## config.mk

```make
export PLATFORM = sky130hd
export DESIGN_NAME = uart_tx_rx_ring_buffers_core
export DESIGN_NICKNAME = d
export VERILOG_FILES = /design/src/rtl/ucrb_pkg.sv /design/src/rtl/ucrb_ram.sv /design/src/rtl/ucrb_front.sv /design/src/rtl/ucrb_cmd_queue.sv /design/src/rtl/ucrb_back.sv /design/src/rtl/uart_tx_rx_ring_buffers_core.sv
export SDC_FILE = /design/constraint.sdc
export NUM_CORES = 1
export LEC_CHECK = 0
export BUFFER_PORTS_ARGS = -buffer_cell sky130_fd_sc_hd__buf_2
export CELL_PAD_IN_SITES_DETAIL_PLACEMENT = 0
export CELL_PAD_IN_SITES_GLOBAL_PLACEMENT = 1
export CORE_UTILIZATION = 53
export DETAILED_ROUTE_END_ITERATION = 8
export PLACE_DENSITY_LB_ADDON = 0.12
export SLEW_MARGIN = 30
export SYNTH_ARGS = -nofsm -noshare
export SYNTH_HDL_FRONTEND = slang
export SYNTH_SLANG_ARGS = --single-unit
```

## constraint.sdc

```tcl
create_clock -name clk -period 2.9 [get_ports clk]
set_clock_uncertainty 0.05 [all_clocks]
set_input_delay 0.29 -clock clk [delete_from_list [all_inputs] [get_ports clk]]
set_output_delay 0.29 -clock clk [all_outputs]
set_load 0.02 [all_outputs]
```

## src/rtl/ucrb_pkg.sv

```systemverilog
// ----------------------------------------------------------------------------
// ucrb_pkg
// Shared types and constants for the UART ring buffer block: item operation
// codes, field widths and the command record passed from front to back.
// ----------------------------------------------------------------------------
package ucrb_pkg;

  // Default queue depths
  localparam int TX_DEPTH_DEF = 16;
  localparam int RX_DEPTH_DEF = 16;

  // Field widths
  localparam int BYTE_W     = 8;
  localparam int ERR_W      = 3;
  localparam int LEVEL_W    = 5;
  // Widest buffer address (depths up to 256)
  localparam int ADDR_MAX_W = 8;

  // Item operation codes
  typedef enum logic [1:0] {
    OP_PUT_TX   = 2'd0,
    OP_TX_READY = 2'd1,
    OP_RX_BYTE  = 2'd2,
    OP_GET_RX   = 2'd3
  } op_t;

  // Status part of one result beat
  typedef struct packed {
    logic               data_valid;
    logic               accepted;
    logic               tx_request;
    logic               tx_overflow;
    logic               rx_overflow;
    logic [ERR_W-1:0]   error_flags;
    logic [LEVEL_W-1:0] tx_level;
    logic [LEVEL_W-1:0] rx_level;
  } res_t;

  // Buffer access plus finished status, one per accepted beat
  typedef struct packed {
    logic                  wr_en;
    logic                  rd_en;
    logic                  sel_rx;
    logic [ADDR_MAX_W-1:0] addr;
    logic [BYTE_W-1:0]     wdata;
    res_t                  res;
  } cmd_t;

endpackage

```

## src/rtl/ucrb_ram.sv

```systemverilog
// ----------------------------------------------------------------------------
// ucrb_ram
// Generic simple dual-port RAM: one write port, one read port with a
// registered read that holds its value while no read is enabled.
// ----------------------------------------------------------------------------
module ucrb_ram #(
  parameter int WIDTH = 8,
  parameter int DEPTH = 16
) (
  input  logic                     clk,
  input  logic                     we,
  input  logic [$clog2(DEPTH)-1:0] waddr,
  input  logic [WIDTH-1:0]         wdata,
  input  logic                     re,
  input  logic [$clog2(DEPTH)-1:0] raddr,
  output logic [WIDTH-1:0]         rdata
);

  logic [WIDTH-1:0] mem [DEPTH];

  // Write and registered read
  always_ff @(posedge clk) begin
    if (we) begin
      mem[waddr] <= wdata;
    end
    if (re) begin
      rdata <= mem[raddr];
    end
  end

endmodule

```

## src/rtl/ucrb_front.sv

```systemverilog
// ----------------------------------------------------------------------------
// ucrb_front
// Accepts item beats, decides push, pop, drop or flag for each, keeps the
// queue pointers, fill counts and sticky flags, and emits a command record.
// ----------------------------------------------------------------------------
module ucrb_front #(
  parameter int TX_DEPTH = ucrb_pkg::TX_DEPTH_DEF,
  parameter int RX_DEPTH = ucrb_pkg::RX_DEPTH_DEF
) (
  input  logic                        clk,
  input  logic                        rst,
  input  logic                        in_valid,
  output logic                        in_stall,
  input  logic [1:0]                  op,
  input  logic [ucrb_pkg::BYTE_W-1:0] data_in,
  input  logic [ucrb_pkg::ERR_W-1:0]  rx_errors,
  input  logic                        q_full,
  output logic                        q_push,
  output ucrb_pkg::cmd_t              q_cmd
);

  localparam int TAW = $clog2(TX_DEPTH);
  localparam int RAW = $clog2(RX_DEPTH);
  localparam int TFW = $clog2(TX_DEPTH + 1);
  localparam int RFW = $clog2(RX_DEPTH + 1);
  localparam int LW  = ucrb_pkg::LEVEL_W;
  localparam int AMW = ucrb_pkg::ADDR_MAX_W;
  localparam logic [TAW-1:0] TX_LAST = TAW'(TX_DEPTH - 1);
  localparam logic [RAW-1:0] RX_LAST = RAW'(RX_DEPTH - 1);
  localparam logic [TFW-1:0] TX_FULL = TFW'(TX_DEPTH);
  localparam logic [RFW-1:0] RX_FULL = RFW'(RX_DEPTH);

  logic [TAW-1:0] tx_head, tx_head_next, tx_tail, tx_tail_next;
  logic [RAW-1:0] rx_head, rx_head_next, rx_tail, rx_tail_next;
  logic [TFW-1:0] tx_fill, tx_fill_next;
  logic [RFW-1:0] rx_fill, rx_fill_next;
  logic tx_ovf, tx_ovf_next, rx_ovf, rx_ovf_next, req, req_next;
  logic [ucrb_pkg::ERR_W-1:0] err, err_next;
  logic accept;

  assign in_stall = q_full;
  assign accept   = in_valid && !q_full;
  assign q_push   = accept;

  // Classify the beat and work out the next state
  always_comb begin
    tx_head_next = tx_head;
    tx_tail_next = tx_tail;
    rx_head_next = rx_head;
    rx_tail_next = rx_tail;
    tx_fill_next = tx_fill;
    rx_fill_next = rx_fill;
    tx_ovf_next  = tx_ovf;
    rx_ovf_next  = rx_ovf;
    err_next     = err;
    req_next     = req;
    q_cmd        = '0;
    q_cmd.wdata  = data_in;
    case (ucrb_pkg::op_t'(op))
      ucrb_pkg::OP_PUT_TX: begin
        if (tx_fill != TX_FULL) begin
          q_cmd.wr_en    = 1'b1;
          q_cmd.addr     = AMW'(tx_head);
          q_cmd.res.accepted = 1'b1;
          tx_head_next   = (tx_head == TX_LAST) ? '0 : tx_head + TAW'(1);
          tx_fill_next   = tx_fill + TFW'(1);
          req_next       = 1'b1;
        end else begin
          tx_ovf_next = 1'b1;
        end
      end
      ucrb_pkg::OP_TX_READY: begin
        if (tx_fill != '0) begin
          q_cmd.rd_en    = 1'b1;
          q_cmd.addr     = AMW'(tx_tail);
          q_cmd.res.data_valid = 1'b1;
          tx_tail_next   = (tx_tail == TX_LAST) ? '0 : tx_tail + TAW'(1);
          tx_fill_next   = tx_fill - TFW'(1);
          tx_ovf_next    = 1'b0;
        end else begin
          req_next = 1'b0;
        end
      end
      ucrb_pkg::OP_RX_BYTE: begin
        err_next     = err | rx_errors;
        q_cmd.sel_rx = 1'b1;
        if (rx_fill != RX_FULL) begin
          q_cmd.wr_en    = 1'b1;
          q_cmd.addr     = AMW'(rx_head);
          q_cmd.res.accepted = 1'b1;
          rx_head_next   = (rx_head == RX_LAST) ? '0 : rx_head + RAW'(1);
          rx_fill_next   = rx_fill + RFW'(1);
        end else begin
          rx_ovf_next = 1'b1;
        end
      end
      ucrb_pkg::OP_GET_RX: begin
        q_cmd.sel_rx = 1'b1;
        if (rx_fill != '0) begin
          q_cmd.rd_en    = 1'b1;
          q_cmd.addr     = AMW'(rx_tail);
          q_cmd.res.data_valid = 1'b1;
          rx_tail_next   = (rx_tail == RX_LAST) ? '0 : rx_tail + RAW'(1);
          rx_fill_next   = rx_fill - RFW'(1);
          rx_ovf_next    = 1'b0;
        end
      end
      default: begin
        q_cmd.wr_en = 1'b0;
      end
    endcase
    q_cmd.res.tx_request  = req_next;
    q_cmd.res.tx_overflow = tx_ovf_next;
    q_cmd.res.rx_overflow = rx_ovf_next;
    q_cmd.res.error_flags = err_next;
    q_cmd.res.tx_level    = LW'(tx_fill_next);
    q_cmd.res.rx_level    = LW'(rx_fill_next);
  end

  // Advance state on an accepted beat
  always_ff @(posedge clk) begin
    if (rst) begin
      tx_head <= '0;
      tx_tail <= '0;
      rx_head <= '0;
      rx_tail <= '0;
      tx_fill <= '0;
      rx_fill <= '0;
      tx_ovf  <= 1'b0;
      rx_ovf  <= 1'b0;
      err     <= '0;
      req     <= 1'b0;
    end else if (accept) begin
      tx_head <= tx_head_next;
      tx_tail <= tx_tail_next;
      rx_head <= rx_head_next;
      rx_tail <= rx_tail_next;
      tx_fill <= tx_fill_next;
      rx_fill <= rx_fill_next;
      tx_ovf  <= tx_ovf_next;
      rx_ovf  <= rx_ovf_next;
      err     <= err_next;
      req     <= req_next;
    end
  end

`ifndef SYNTH
  // A put on a full transmit queue leaves the fill alone and flags overflow
  a_tx_full_put: assert property (@(posedge clk) disable iff (rst)
    (accept && op == ucrb_pkg::OP_PUT_TX && tx_fill == TX_FULL)
      |=> (tx_ovf && $stable(tx_fill)))
    else $error("transmit put on full queue changed the fill");

  // A transmit pop drops the fill by one and clears overflow
  a_tx_pop: assert property (@(posedge clk) disable iff (rst)
    (accept && op == ucrb_pkg::OP_TX_READY && tx_fill != '0)
      |=> (!tx_ovf && tx_fill == $past(tx_fill) - TFW'(1)))
    else $error("transmit pop did not update fill and overflow");
`endif

endmodule

```

## src/rtl/ucrb_cmd_queue.sv

```systemverilog
// ----------------------------------------------------------------------------
// ucrb_cmd_queue
// Two-entry command queue between the front and the back, so that each
// side can stall on its own.
// ----------------------------------------------------------------------------
module ucrb_cmd_queue (
  input  logic           clk,
  input  logic           rst,
  input  logic           push,
  input  ucrb_pkg::cmd_t push_cmd,
  output logic           full,
  input  logic           pop,
  output logic           head_valid,
  output ucrb_pkg::cmd_t head_cmd
);

  ucrb_pkg::cmd_t slots [2];
  logic       wr_ptr, rd_ptr;
  logic [1:0] count;

  assign full       = (count == 2'd2);
  assign head_valid = (count != 2'd0);
  assign head_cmd   = slots[rd_ptr];

  // Store the pushed beat
  always_ff @(posedge clk) begin
    if (push) begin
      slots[wr_ptr] <= push_cmd;
    end
  end

  // Advance pointers and count
  always_ff @(posedge clk) begin
    if (rst) begin
      wr_ptr <= 1'b0;
      rd_ptr <= 1'b0;
      count  <= 2'd0;
    end else begin
      if (push) begin
        wr_ptr <= !wr_ptr;
      end
      if (pop) begin
        rd_ptr <= !rd_ptr;
      end
      if (push && !pop) begin
        count <= count + 2'd1;
      end else if (pop && !push) begin
        count <= count - 2'd1;
      end
    end
  end

`ifndef SYNTH
  // Never push into a full queue nor pop an empty one
  a_q_bounds: assert property (@(posedge clk) disable iff (rst)
    !(push && full) && !(pop && !head_valid))
    else $error("command queue overrun or underrun");
`endif

endmodule

```

## src/rtl/ucrb_back.sv

```systemverilog
// ----------------------------------------------------------------------------
// ucrb_back
// Carries out buffer writes and reads for queued commands and holds the
// result beat in an output register until the receiver takes it.
// ----------------------------------------------------------------------------
module ucrb_back #(
  parameter int TX_DEPTH = ucrb_pkg::TX_DEPTH_DEF,
  parameter int RX_DEPTH = ucrb_pkg::RX_DEPTH_DEF
) (
  input  logic                        clk,
  input  logic                        rst,
  input  logic                        q_valid,
  input  ucrb_pkg::cmd_t              q_cmd,
  output logic                        q_pop,
  output logic                        out_valid,
  input  logic                        out_stall,
  output logic [ucrb_pkg::BYTE_W-1:0] data_out,
  output ucrb_pkg::res_t              res
);

  localparam int TAW = $clog2(TX_DEPTH);
  localparam int RAW = $clog2(RX_DEPTH);
  localparam int BW  = ucrb_pkg::BYTE_W;

  logic          issue;
  logic          tx_we, tx_re, rx_we, rx_re;
  logic          sel_rx;
  logic [BW-1:0] tx_rdata, rx_rdata;

  // Issue when the output slot is free or being taken
  assign issue = q_valid && (!out_valid || !out_stall);
  assign q_pop = issue;

  assign tx_we = issue && q_cmd.wr_en && !q_cmd.sel_rx;
  assign tx_re = issue && q_cmd.rd_en && !q_cmd.sel_rx;
  assign rx_we = issue && q_cmd.wr_en && q_cmd.sel_rx;
  assign rx_re = issue && q_cmd.rd_en && q_cmd.sel_rx;

  ucrb_ram #(
    .WIDTH (BW),
    .DEPTH (TX_DEPTH)
  ) u_tx_ram (
    .clk   (clk),
    .we    (tx_we),
    .waddr (q_cmd.addr[TAW-1:0]),
    .wdata (q_cmd.wdata),
    .re    (tx_re),
    .raddr (q_cmd.addr[TAW-1:0]),
    .rdata (tx_rdata)
  );

  ucrb_ram #(
    .WIDTH (BW),
    .DEPTH (RX_DEPTH)
  ) u_rx_ram (
    .clk   (clk),
    .we    (rx_we),
    .waddr (q_cmd.addr[RAW-1:0]),
    .wdata (q_cmd.wdata),
    .re    (rx_re),
    .raddr (q_cmd.addr[RAW-1:0]),
    .rdata (rx_rdata)
  );

  // Output register: load on issue, drop once taken
  always_ff @(posedge clk) begin
    if (rst) begin
      out_valid <= 1'b0;
    end else if (issue) begin
      out_valid <= 1'b1;
    end else if (!out_stall) begin
      out_valid <= 1'b0;
    end
  end

  always_ff @(posedge clk) begin
    if (issue) begin
      res    <= q_cmd.res;
      sel_rx <= q_cmd.sel_rx;
    end
  end

  // Read data arrives with the beat; zero when nothing was popped
  always_comb begin
    if (!res.data_valid) begin
      data_out = '0;
    end else if (sel_rx) begin
      data_out = rx_rdata;
    end else begin
      data_out = tx_rdata;
    end
  end

`ifndef SYNTH
  // At most one buffer access per cycle
  a_one_access: assert property (@(posedge clk) disable iff (rst)
    $onehot0({tx_we, tx_re, rx_we, rx_re}))
    else $error("more than one buffer access in a cycle");
`endif

endmodule

```

## src/rtl/uart_tx_rx_ring_buffers_core.sv

```systemverilog
// ----------------------------------------------------------------------------
// uart_tx_rx_ring_buffers_core
// Transmit and receive byte ring buffers for a UART.
// ----------------------------------------------------------------------------
// Usage:
//   Input channel (in_valid / in_stall) carries one operation per beat: op
//   selects host put to the transmit queue, transmitter ready (pop transmit),
//   byte received (push receive with its error bits) or host get (pop
//   receive). Every input beat yields exactly one result beat on the output
//   channel (out_valid / out_stall) with the popped byte, the accepted flag,
//   the transmit request, the sticky overflow and error flags and both fill
//   levels as they stand after that operation.
//   Path: the accepting edge writes the command queue, and the edge that
//   issues the command from its head loads the result register behind
//   out_valid and does the buffer RAM access whose registered read feeds
//   data_out. Throughput is one beat per cycle while the receiver does not
//   stall, set by the single RAM access the back issues per cycle. A get on
//   an empty receive queue reports data_valid 0.
//   Reset clears pointers, levels, flags and the transmit request; buffer
//   contents are not cleared and need no clearing pass.
//   When the receiver stalls, the result is held, the two-entry command
//   queue fills and then in_stall rises until results drain.
// ----------------------------------------------------------------------------
module uart_tx_rx_ring_buffers_core #(
  parameter int TX_DEPTH = ucrb_pkg::TX_DEPTH_DEF,
  parameter int RX_DEPTH = ucrb_pkg::RX_DEPTH_DEF
) (
  input  logic                         clk,
  input  logic                         rst,
  input  logic                         in_valid,
  output logic                         in_stall,
  input  logic [1:0]                   op,
  input  logic [ucrb_pkg::BYTE_W-1:0]  data_in,
  input  logic [ucrb_pkg::ERR_W-1:0]   rx_errors,
  output logic                         out_valid,
  input  logic                         out_stall,
  output logic [ucrb_pkg::BYTE_W-1:0]  data_out,
  output logic                         data_valid,
  output logic                         accepted,
  output logic                         tx_request,
  output logic                         tx_overflow,
  output logic                         rx_overflow,
  output logic [ucrb_pkg::ERR_W-1:0]   error_flags,
  output logic [ucrb_pkg::LEVEL_W-1:0] tx_level,
  output logic [ucrb_pkg::LEVEL_W-1:0] rx_level
);

  logic           q_full, q_push, q_pop, q_valid;
  ucrb_pkg::cmd_t push_cmd, head_cmd;
  ucrb_pkg::res_t res;

  ucrb_front #(
    .TX_DEPTH (TX_DEPTH),
    .RX_DEPTH (RX_DEPTH)
  ) u_front (
    .clk       (clk),
    .rst       (rst),
    .in_valid  (in_valid),
    .in_stall  (in_stall),
    .op        (op),
    .data_in   (data_in),
    .rx_errors (rx_errors),
    .q_full    (q_full),
    .q_push    (q_push),
    .q_cmd     (push_cmd)
  );

  ucrb_cmd_queue u_queue (
    .clk        (clk),
    .rst        (rst),
    .push       (q_push),
    .push_cmd   (push_cmd),
    .full       (q_full),
    .pop        (q_pop),
    .head_valid (q_valid),
    .head_cmd   (head_cmd)
  );

  ucrb_back #(
    .TX_DEPTH (TX_DEPTH),
    .RX_DEPTH (RX_DEPTH)
  ) u_back (
    .clk       (clk),
    .rst       (rst),
    .q_valid   (q_valid),
    .q_cmd     (head_cmd),
    .q_pop     (q_pop),
    .out_valid (out_valid),
    .out_stall (out_stall),
    .data_out  (data_out),
    .res       (res)
  );

  // Spread the result status onto its ports
  assign data_valid  = res.data_valid;
  assign accepted    = res.accepted;
  assign tx_request  = res.tx_request;
  assign tx_overflow = res.tx_overflow;
  assign rx_overflow = res.rx_overflow;
  assign error_flags = res.error_flags;
  assign tx_level    = res.tx_level;
  assign rx_level    = res.rx_level;

endmodule
```

# Yosys cells after proc, flatten, opt, wreduce, memory -nomap -nowiden
# Memories as Yosys holds them, arrays and structs flattened. A register that Yosys moved wholly into a read port is not among the register bits.
# Index checks and enable logic that the tools add are counted.
dict set report word_totals {
  regBits 56
  latchBits 0
  ramBits 330
  mem_bits_ro 0
  word_cells 123
  n_memories 3
}
dict set report classes {
  addsub 10
  n_mul 0
  div_mod_pow 0
  magnitude_cmp 0
  n_eq_ne 11
  n_shift 0
  mux 46
  bitwise 1
  reduce_logical 29
}
# memory words width rd rd_clocked_by_memory_dff wr line_no
set memory_table {}
lappend memory_table {u_back.u_rx_ram.mem 16 8 1 1 1 ucrb_ram.sv:19} ;# logic [WIDTH-1:0] mem [DEPTH];
lappend memory_table {u_back.u_tx_ram.mem 16 8 1 1 1 ucrb_ram.sv:19}
lappend memory_table {u_queue.slots 2 37 1 1 1 ucrb_cmd_queue.sv:17} ;# ucrb_pkg::cmd_t slots [2];
# cell count
set op_table {}
lappend op_table {{4-bit two-way mux} 8}
lappend op_table {{8-bit case mux with 4 select lines} 1}
lappend op_table {{1-bit two-way mux} 21}
lappend op_table {{5-bit two-way mux} 4}
lappend op_table {{5-bit case mux with 2 select lines} 2}
lappend op_table {{4-bit by 1-bit adder with 4-bit output (second input constant)} 4}
lappend op_table {{4-bit equality test (second input constant)} 4}
lappend op_table {{8-bit two-way mux} 2}
lappend op_table {{3-bit AND reduction} 4}
lappend op_table {{5-bit by 1-bit adder with 5-bit output (second input constant)} 2}
lappend op_table {{1-bit logical AND} 10}
lappend op_table {{5-bit inequality test (second input constant)} 2}
lappend op_table {{1-bit case mux with 2 select lines} 5}
lappend op_table {{5-bit nonzero test} 2}
lappend op_table {{5-bit by 1-bit subtractor with 5-bit output (second input constant)} 2}
lappend op_table {{1-bit logical NOT} 8}
lappend op_table {{2-bit equality test (second input constant)} 3}
lappend op_table {{2-bit two-way mux} 2}
lappend op_table {{2-bit nonzero test} 2}
lappend op_table {{3-bit two-way mux} 1}
lappend op_table {{3-bit OR} 1}
lappend op_table {{2-bit by 1-bit adder with 2-bit output (second input constant)} 1}
lappend op_table {{2-bit by 1-bit equality test with 1-bit output (second input constant)} 1}
lappend op_table {{2-bit logical NOT} 1}
lappend op_table {{other kinds (4)} 4}

# Longest topological paths before layout
# Gate-level depths: netlist (run 1).
dict set report depth {
  ltp_word 7
  ltp_mapped 8
  depth_no_buf 7
}

# Modules after synthesis
# A second synthesis (run 1) with hierarchy kept.
dict set report hier_totals {
  cells_unflattened 923
  area_unflattened_um2 16500.8
}
# module n_inst cells_per_inst area_each_um2 seq_area_each_um2
set by_module_without_submodules {}
lappend by_module_without_submodules {ucrb_ram 2 229 5227.5 4083.9}
lappend by_module_without_submodules {ucrb_cmd_queue 1 137 2887.8 2322.2}
lappend by_module_without_submodules {ucrb_front 1 283 2369.8 640.6}
lappend by_module_without_submodules {ucrb_back 1 45 788.3 590.6}

# Worst setup path after synthesis (run 1)
# OpenSTA, ideal clock, no wires.
dict set report synth_timing {
  path_type {register -> register}
  from {register u_queue.count[0]}
  to {memory u_queue.slots[0][0] (netlist name) (enable)}
  setup_time_ns 0.419
  arrival_time_ns 2.169
  setup_slack_ns 0.262
  stages_incl_launch_ff 5
  n_path_buf 1
  period_less_slack_ns 2.638
  cell_sequence {dfxtp_1 nand2b_2 nand2_1 clkbuf_1 nor2_1}
}
dict set report synth_between {
  elab_chain_cells 5
}
# element line_no
set synth_lines {}
lappend synth_lines {{start, declared} ucrb_cmd_queue.sv:19} ;# logic [1:0] count;
lappend synth_lines {{start signal, assigned} ucrb_cmd_queue.sv:46} ;# count <= count + 2'd1;
lappend synth_lines {{start signal, assigned} ucrb_cmd_queue.sv:48} ;# count <= count - 2'd1;
lappend synth_lines {{2-bit equality test} ucrb_cmd_queue.sv:21} ;# assign full = (count == 2'd2);
lappend synth_lines {{1-bit logical NOT} ucrb_front.sv:42} ;# assign accept = in_valid && !q_full;
lappend synth_lines {{1-bit logical AND} ucrb_front.sv:42}
lappend synth_lines {{1-bit two-way mux} ucrb_cmd_queue.sv:27} ;# if (push) begin
lappend synth_lines {{1-bit two-way mux (not written as such)} ucrb_cmd_queue.sv:28} ;# slots[wr_ptr] <= push_cmd;
lappend synth_lines {{end, declared} ucrb_cmd_queue.sv:17}
# Every way passes these cells.

==> results of run 1 <==
[logic make-up after synthesis]
family | synth area share, %
AND/OR/NAND/NOR | 9.53
multiplexers | 6.94
XOR/XNOR | 0.357
flip-flops | 66.2
adder cells (fa/ha/maj) | 0.656
buffers and inverters | 3.59
AO/OA/AOI/OAI | 12.7
[registers in the layout, summed over array words and instances (netlist names), 4 cells and up, named ones only]
signal	flops
u_front.tx_tail	4
u_back.res	18
u_front.rx_tail	4
u_back.u_rx_ram.mem	128
u_back.u_tx_ram.mem	128
u_back.u_tx_ram.rdata	8
u_front.tx_fill	5
u_back.u_rx_ram.rdata	8
u_front.rx_head	4
u_front.tx_head	4
u_queue.slots	62
u_front.rx_fill	5
[metal layers]
metal / vias up / global-route usage (%) / share of wire, %
met2: 301 / 37.0 / 43
met3: 68 / 3.69 / 5.2
li1: 5013 / - / -
met1: 5480 / 40.5 / 49
met5: - / 0 / 0
met4: 0 / 7.36 / 2.5
[final cells by class]
cell class / instances / area (sq um)
Fill cell: 2410 / 12000
Sequential cell: 391 / 11400
Multi-Input combinational cell: 693 / 5250
Clock buffer: 51 / 1070
Timing Repair Buffer: 143 / 1050
Tap cell: 402 / 503
Clock inverter: 24 / 269
Inverter: 51 / 191
Antenna cell: 1 / 2.50
[power by group through the flow]
stage | clock network [uW] | registers, uW | logic (uW)
6_report | 5230 | 7420 | 4530
5_1_grt | 5530 | 7460 | 4880
4_1_cts | 5320 | 7420 | 4550
3_5_place_dp | 0 | 7540 | 4520
3_3_place_gp | 0 | 7520 | 4470
2_1_floorplan | 0 | 7540 | 2810
[through the flow]
| step | hold slack (ns) | utilization (%) |
|---|---|---|
| 2_1_floorplan | 0.339 | - |
| 3_3_place_gp | 0.402 | 57.5 |
| 3_5_place_dp | 0.415 | 57.5 |
| 4_1_cts | 0.0114 | 62.1 |
| 5_1_grt | 0.0345 | 62.1 |
| 6_report | 0.0338 | 62.1 |
[timing repair]
action,4_1_cts,5_1_grt
hold endpoints to repair,17,0
resized for setup,0,0
hold buffers,9,0
setup buffers,0,0
[cell usage in the layout, fill, tap and decap left out, types with 18 or more instances in the layout]
cell type,n
and2_1,34
inv_1,51
a21oi_1,34
edfxtp_1,353
dfxtp_1,37
a32o_1,33
o21ai_0,32
nor3_1,35
nor2b_1,18
clkbuf_16,41
nand2b_1,35
o41ai_1,31
o21a_1,35
mux2_2,27
o32ai_1,33
buf_4,85
mux4_2,30
nor2_1,34
o22ai_1,34
nand2_1,91
nand4_1,18
buf_2,44
[worst max-delay path by stage]
stage                          start                  endpoint  slack (ns)  cells past startpoint
finish                          flop  u_back.u_tx_ram.rdata[2]        0.21                      5
global route                    flop  u_back.u_tx_ram.rdata[2]        0.15                      5
CTS                             flop  u_back.u_tx_ram.rdata[2]        0.30                      5
detailed placement              flop  u_back.u_tx_ram.rdata[2]        0.30                      5
global placement                flop  u_back.u_tx_ram.rdata[2]        0.20                      6
floorplan           u_queue.count[0]       u_queue.slots[0][0]        0.26                      4
==> reports/results.ini, run 1 <==
[status]
outcome=finished, final reports clean

[clock_network]
numCtsBuffers=41
clk_pin_slew_ns=0.06
cts_sinks=391
htreeDepth=2
clk_latency_ns=0.54
cts_tree=done
cts_root_buf=clkbuf_16
cts_buffer_depth=3

[setup_path]
crit_buf_inv=1
rrSetupSlack_ns=0.21
critPathKind=flop to flop
worst_ep_required_time_ns=3.10
rr_worst_depth=5
worstPathArrival_ns=2.90
critical_path.top_delay_family=compound AO/OA/AOI/OAI gates
cp_slowest_cell=o41ai_1
crit_path_end_kind=flop
reg2reg_to=u_back.u_tx_ram.rdata[2]
start_kind=flop
critPathMaxFanout=33
cp_cell_sequence=nand2b_2, buf_4, o22ai_1, o41ai_1, nand4_1
max_stage_delay_ns=0.95

[synth]
synth_area_leaders=edfxtp_1 (62%), dfxtp_1 (4.4%), mux4_2 (3.9%)
synth_most_common_cell=edfxtp_1
synth_top_area_cell=edfxtp_1
netlist_top_cells_count=edfxtp_1 (353), nand2_1 (92), inv_1 (51), clkbuf_1 (44), nor3_1 (39)
synth_seq_cells=391
synthArstFlopShare_pct=0
syn_inst=1224
netlist.area_leader.share_pct=61.8
syn_nets=1250
synth.cell_area_sq_um=17200
synth_cell_types=72
synth_edf_count=353
avgSynthCellArea_sq_um=14.0
ys_warn_count=0
ys_seq_area_share_pct=66.2
synth_ff_type=edfxtp_1

[timing]
worst_pin_slew_ns=1.04
maxSlewViolCount=0
finalHoldViolCount=0
slew_headroom_pct=30.1
min_period_over_period_pct=92.8
fin_tns_setup_ns=0
worst_slack_ns=0.208
fmax_ghz=0.371
rsz0062_at_grt=no
finalCriticalPeriod_ns=2.69
setup_viol=0

[routing]
antenna_left=0
wirelength_um=41500
drt_first_iter_violations=925
dr.pass1.iters=5
drc=0
via_per_inst=6.19
post_drt_wl_per_cell_um=23.6
vias=10900

[power_and_ir_drop]
p_comb_share_pct=26.4
seqPwrFrac_pct=43.2
power_uw=17200
p_switching_uw=5330
p_clk_share_pct=30.5
p_sw_share_pct=31.0
ir_drop_v=0.000493
p_per_area_nw_per_um2=872
p_int_uw=11900
leakage_uw=0.00675

[min_path]
hold_end=u_queue.slots[1][12]
holdCritPathClass=primary input to flop
holdPathStages=2
min_from=rx_errors[2]

[place]
io_buffers=44
gp_routability_congestion=0.815
dp_cells=1671
pre_cts_slack_ns=0.301
place_area_sq_um=18300
hpwl_um=25700

[die]
fp.dieH_um=182
rows=65
die_w_um=182
boundaryPins=45
start_util_pct=54.1
die_area_sq_um=33100
core-area_sq_um=31700

[final_layout]
drive_gt1_share_pct=20.7
nets=1347
area_growth_pct=14.8
final_area_sq_um=19700
instances_no_fill=1756

[global_route]
grt_max_degree=66
grtUsageTotal_pct=25.7
grt_pass1_wl_um=63700
grt_pass1_vias=10300
antenna_found_initial=0
grt.overflow.total=0

[flow_run]
maxCapViolCount=0

Note: power is estimated with default switching activity, not from simulation.
==> run 2: changes to the inputs <==
--- a/config.mk
+++ b/config.mk
@@ -10,6 +10,7 @@
 export CELL_PAD_IN_SITES_GLOBAL_PLACEMENT = 1
 export CORE_UTILIZATION = 53
 export DETAILED_ROUTE_END_ITERATION = 8
+export MAX_ROUTING_LAYER = met4
 export PLACE_DENSITY_LB_ADDON = 0.12
 export SLEW_MARGIN = 30
 export SYNTH_ARGS = -nofsm -noshare
==> reports/results.ini, run 2 (synthesis results as in run 1) <==
[place]
hpwl_um=25700
gp_routability_congestion=0.827
io_buffers=44
place_area_sq_um=18300

[timing]
setup_viol=0
fin_tns_setup_ns=0
worst_pin_slew_ns=1.08
min_period_over_period_pct=93.4
slew_headroom_pct=27.4
finalHoldViolCount=0
finalCriticalPeriod_ns=2.71
maxSlewViolCount=0
fmax_ghz=0.369
rsz0062_at_grt=no

[power_and_ir_drop]
leakage_uw=0.00675
p_per_area_nw_per_um2=872
ir_drop_v=0.000488
power_uw=17200

[final_layout]
area_growth_pct=14.8
n_antenna_cell=0
final_area_sq_um=19700
drive_gt1_share_pct=20.7
layout_commonest_cell=edfxtp_1
layout_common_cells=edfxtp_1 (353), nand2_1 (91), buf_4 (85)
top_regs=u_back.u_rx_ram.mem x128, u_back.u_tx_ram.mem x128, u_queue.slots x62
nFillCells=2411
nets=1347

[flow_run]
maxCapViolCount=0

[clock_network]
post-cts-setup-buffer-count=0
cts_buffer_depth=3
cts_root_buf=clkbuf_16
clk_latency_ns=0.53
clk_pin_slew_ns=0.06
htreeDepth=2
numCtsBuffers=41
cts_sinks=391
cts_tree=done

[setup_path]
critPathMaxFanout=32
cp_common_cell=buf_4
cp_cell_sequence=buf_4, nor3_2, buf_4, o21a_1, o41ai_1, nand4_1
crit_path_end_kind=flop
rrSetupSlack_ns=0.19
max_stage_delay_ns=0.92
worst_ep_required_time_ns=3.10
start_kind=flop
critPathKind=flop to flop
reg2reg_to=u_back.u_tx_ram.rdata[5]
crit_end=u_back.u_tx_ram.rdata[5]
rr_worst_depth=6
cp_slowest_cell=o41ai_1
worstPathArrival_ns=2.91

[global_route]
grtUsageTotal_pct=26.5
use_met1_pct=40.2
grt_pass1_vias=10300
grt_max_degree=66
use_met3_pct=3.65
grt.overflow.total=0
use_met2_pct=37.3
antenna_found_initial=0
grt_pass1_wl_um=63600
grt_busiest_layer=met1

[die]
die_area_sq_um=33100
start_util_pct=54.1
core-area_sq_um=31700
fp.dieH_um=182
boundaryPins=45
die_w_um=182
rows=65

[routing]
dr.pass1.iters=5
antenna_left=0
drc=0
drt_first_iter_violations=938
wirelength_um=41400
post_drt_wl_per_cell_um=23.6
vias=10900
via_per_inst=6.19

[min_path]
holdCritPathClass=primary input to flop

[status]
outcome=finished, final reports clean

run 2: changes by cell type in the layout (fill, tap and decap cells not counted), sizes merged:
cell	delta
diode	-1
run 2: worst max-delay path: cells and delay by family (launching register included):
family	cells	cell delay [ns]
flip-flops	1	0.48
buffers and inverters	2	0.50
AO/OA/AOI/OAI	2	1.15
AND/OR/NAND/NOR	2	0.22
run 2: worst min path at each step:
| stage | startpoint | cells after the start | to |
|---|---|---|---|
| 2_1_floorplan | data_in[0] | 0 | u_queue.slots[0][18] |
| 3_3_place_gp | u_back.out_valid | 2 | u_back.out_valid |
| 3_5_place_dp | u_back.out_valid | 2 | u_back.out_valid |
| 4_1_cts | rx_errors[2] | 2 | u_queue.slots[1][12] |
| 5_1_grt | rx_errors[2] | 2 | u_queue.slots[1][12] |
| 6_report | rx_errors[2] | 2 | u_queue.slots[1][12] |
run 2: through the flow:
step | hold WS, ns | utilization (%) | instances | worst slack, ns
after floorplan | 0.339 | - | 1224 | 0.262
after global placement | 0.402 | 57.5 | 1670 | 0.203
after detailed placement | 0.415 | 57.5 | 1671 | 0.301
after CTS | 0.0114 | 62.1 | 1755 | 0.305
after global routing | 0.0345 | 62.1 | 1755 | 0.145
final | 0.0373 | 62.1 | 1755 | 0.191
run 2: what timing repair did:
| item | in CTS | in global routing |
|---|---|---|
| hold endpoints to repair | 17 | 0 |
| hold buffers | 9 | 0 |
| resized for setup | 0 | 0 |
run 2: cell type report:
type,instances,area [sq um],area share (%)
Sequential cell,391,11400,57.7
Inverter,51,191,0.972
Multi-Input combinational cell,693,5250,26.7
Timing Repair Buffer,143,1050,5.32
Clock buffer,51,1070,5.45
Tap cell,402,503,2.55
Clock inverter,24,269,1.37
run 2: layer usage:
metal  wire length (um)  vias up
met5                  0        -
met4               1080        0
met3               2240       79
met2              18000      314
met1              20000     5473
li1                   -     5006
run 2: report_power, final:
part           total [uW]  switching (uW)  leakage (uW)  internal, uW
sequential           7420             262       0.00353          7150
combinational        4530            2920       0.00256          1620
clock                5230            2140      0.000653          3090
total               17200            5320       0.00675         11900
==> run 3: changes to the inputs <==
--- a/config.mk
+++ b/config.mk
@@ -11,7 +11,7 @@
 export CORE_UTILIZATION = 53
 export DETAILED_ROUTE_END_ITERATION = 8
 export MAX_ROUTING_LAYER = met4
-export PLACE_DENSITY_LB_ADDON = 0.12
+export PLACE_DENSITY_LB_ADDON = 0.1
 export SLEW_MARGIN = 30
 export SYNTH_ARGS = -nofsm -noshare
 export SYNTH_HDL_FRONTEND = slang
==> reports/results.ini, run 3 (synthesis results as in run 1) <==
[final_layout]
layout_common_cells=edfxtp_1 (353), nand2_1 (91), buf_4 (74)
final_area_sq_um=19600
nets=1335
multi_input_area_sq_um=5240
drive_gt1_share_pct=19.8
nFillCells=2462
regArea_sq_um=11400
top_regs=u_back.u_rx_ram.mem x128, u_back.u_tx_ram.mem x128, u_queue.slots x62
area_growth_pct=14.1
layout_commonest_cell=edfxtp_1

[setup_path]
worst_ep_required_time_ns=3.09
rrSetupSlack_ns=0.07
critPathMaxFanout=32
start_kind=flop
crit_path_end_kind=flop
critPathKind=flop to flop
worstPathArrival_ns=3.02

[routing]
vias=10900
post_drt_wl_per_cell_um=23.3
via_per_inst=6.22
antenna_left=0
drc=0
dr.pass1.iters=5
wirelength_um=40700
drt_first_iter_violations=1265

[timing]
fmax_ghz=0.353
slew_headroom_pct=31.0
fin_tns_setup_ns=0
finalHoldViolCount=0
setup_viol=0
finalCriticalPeriod_ns=2.83
rsz0062_at_grt=no
min_period_over_period_pct=97.7
worst_pin_slew_ns=1.02
maxSlewViolCount=0

[global_route]
antenna_found_initial=1
grt.overflow.total=0
grt_max_degree=52
grtUsageTotal_pct=25.9
grt_pass1_vias=10300
grt_pass1_wl_um=62700

[power_and_ir_drop]
ir_drop_v=0.000516
p_per_area_nw_per_um2=874
leakage_uw=0.00667
power_uw=17100

[clock_network]
post-cts-setup-buffer-count=0
numCtsBuffers=41
cts_root_buf=clkbuf_16
clk_latency_ns=0.53
htreeDepth=2
cts_tree=done
cts_sinks=391
cts_buffer_depth=3
clk_pin_slew_ns=0.06

[die]
die_w_um=182
boundaryPins=45
fp.dieH_um=182
rows=65
start_util_pct=54.1
die_area_sq_um=33100
core-area_sq_um=31700

[status]
outcome=finished, final reports clean

[place]
hpwl_um=25200
place_area_sq_um=18100
io_buffers=44
gp_routability_congestion=0.842

[flow_run]
maxCapViolCount=0

[min_path]
holdCritPathClass=primary input to flop

## run 3: cell count changes in the layout (fill, tap and decap cells not counted), sizes merged
| cell | before | now |
|---|---|---|
| diode | 0 | 1 |
| buf | 134 | 122 |
| bufinv | 5 | 4 |
| clkinv | 16 | 13 |
| clkbuf | 51 | 55 |
## run 3: stage by stage
stage,hold WS (ns),std cells,setup slack [ns],util (%)
after floorplan,0.339,1224,0.262,-
after global placement,0.407,1659,0.115,57.2
after detailed placement,0.425,1659,0.129,57.2
after CTS,0.0237,1743,0.117,61.7
after global routing,0.0370,1743,0.0436,61.7
final,0.0447,1744,0.0670,61.7
## run 3: final timing paths
| check | from | endpoint | depth (start not counted) |
|---|---|---|---|
| setup / recovery | u_queue.slots[1][27] | u_back.u_tx_ram.rdata[1] | 6 |
| hold / removal | rx_errors[1] | u_queue.slots[0][11] | 2 |
| hold reg to reg | u_back.out_valid | u_back.out_valid | 2 |
| setup reg to reg | u_queue.slots[1][27] | u_back.u_tx_ram.rdata[1] | 6 |
## run 3: area by class of cell
class | count | area share, %
repair buffers | 131 | 4.83
well taps | 402 | 2.57
inverters | 51 | 0.978
multi-input cells | 693 | 26.7
clock buffers | 55 | 5.66
clock inverters | 20 | 1.16
diodes | 1 | 0.0128
flip-flops and latches | 391 | 58.0
## run 3: per-layer routing
metal  track usage, %  wire length (um)  up-vias
li1                 -                 -     4979
met1             39.6             19500     5424
met2             37.0             17900      403
met3             3.45              2740       46
met4             5.45               605        0
met5                -                 0        -
## run 3: what timing repair did
| action | 4_1_cts | 5_1_grt |
|---|---|---|
| endpoints found under the hold margin | 17 | 0 |
| hold buffers | 9 | 0 |
| gates resized for setup | 0 | 0 |
## run 3: power breakdown
| part | total (uW) | internal (uW) | switching (uW) |
|---|---|---|---|
| clock network | 5180 | 3060 | 2120 |
| registers | 7440 | 7160 | 280 |
| logic | 4490 | 1570 | 2920 |
## run 3: critical path, stage by stage, from the launching register on
cell and delay, ns:
edfxtp_1 0.48, buf_4 0.36, nor3b_4 0.08, buf_4 0.29
o21a_1 0.23, o41ai_1 0.88, nand4_1 0.15
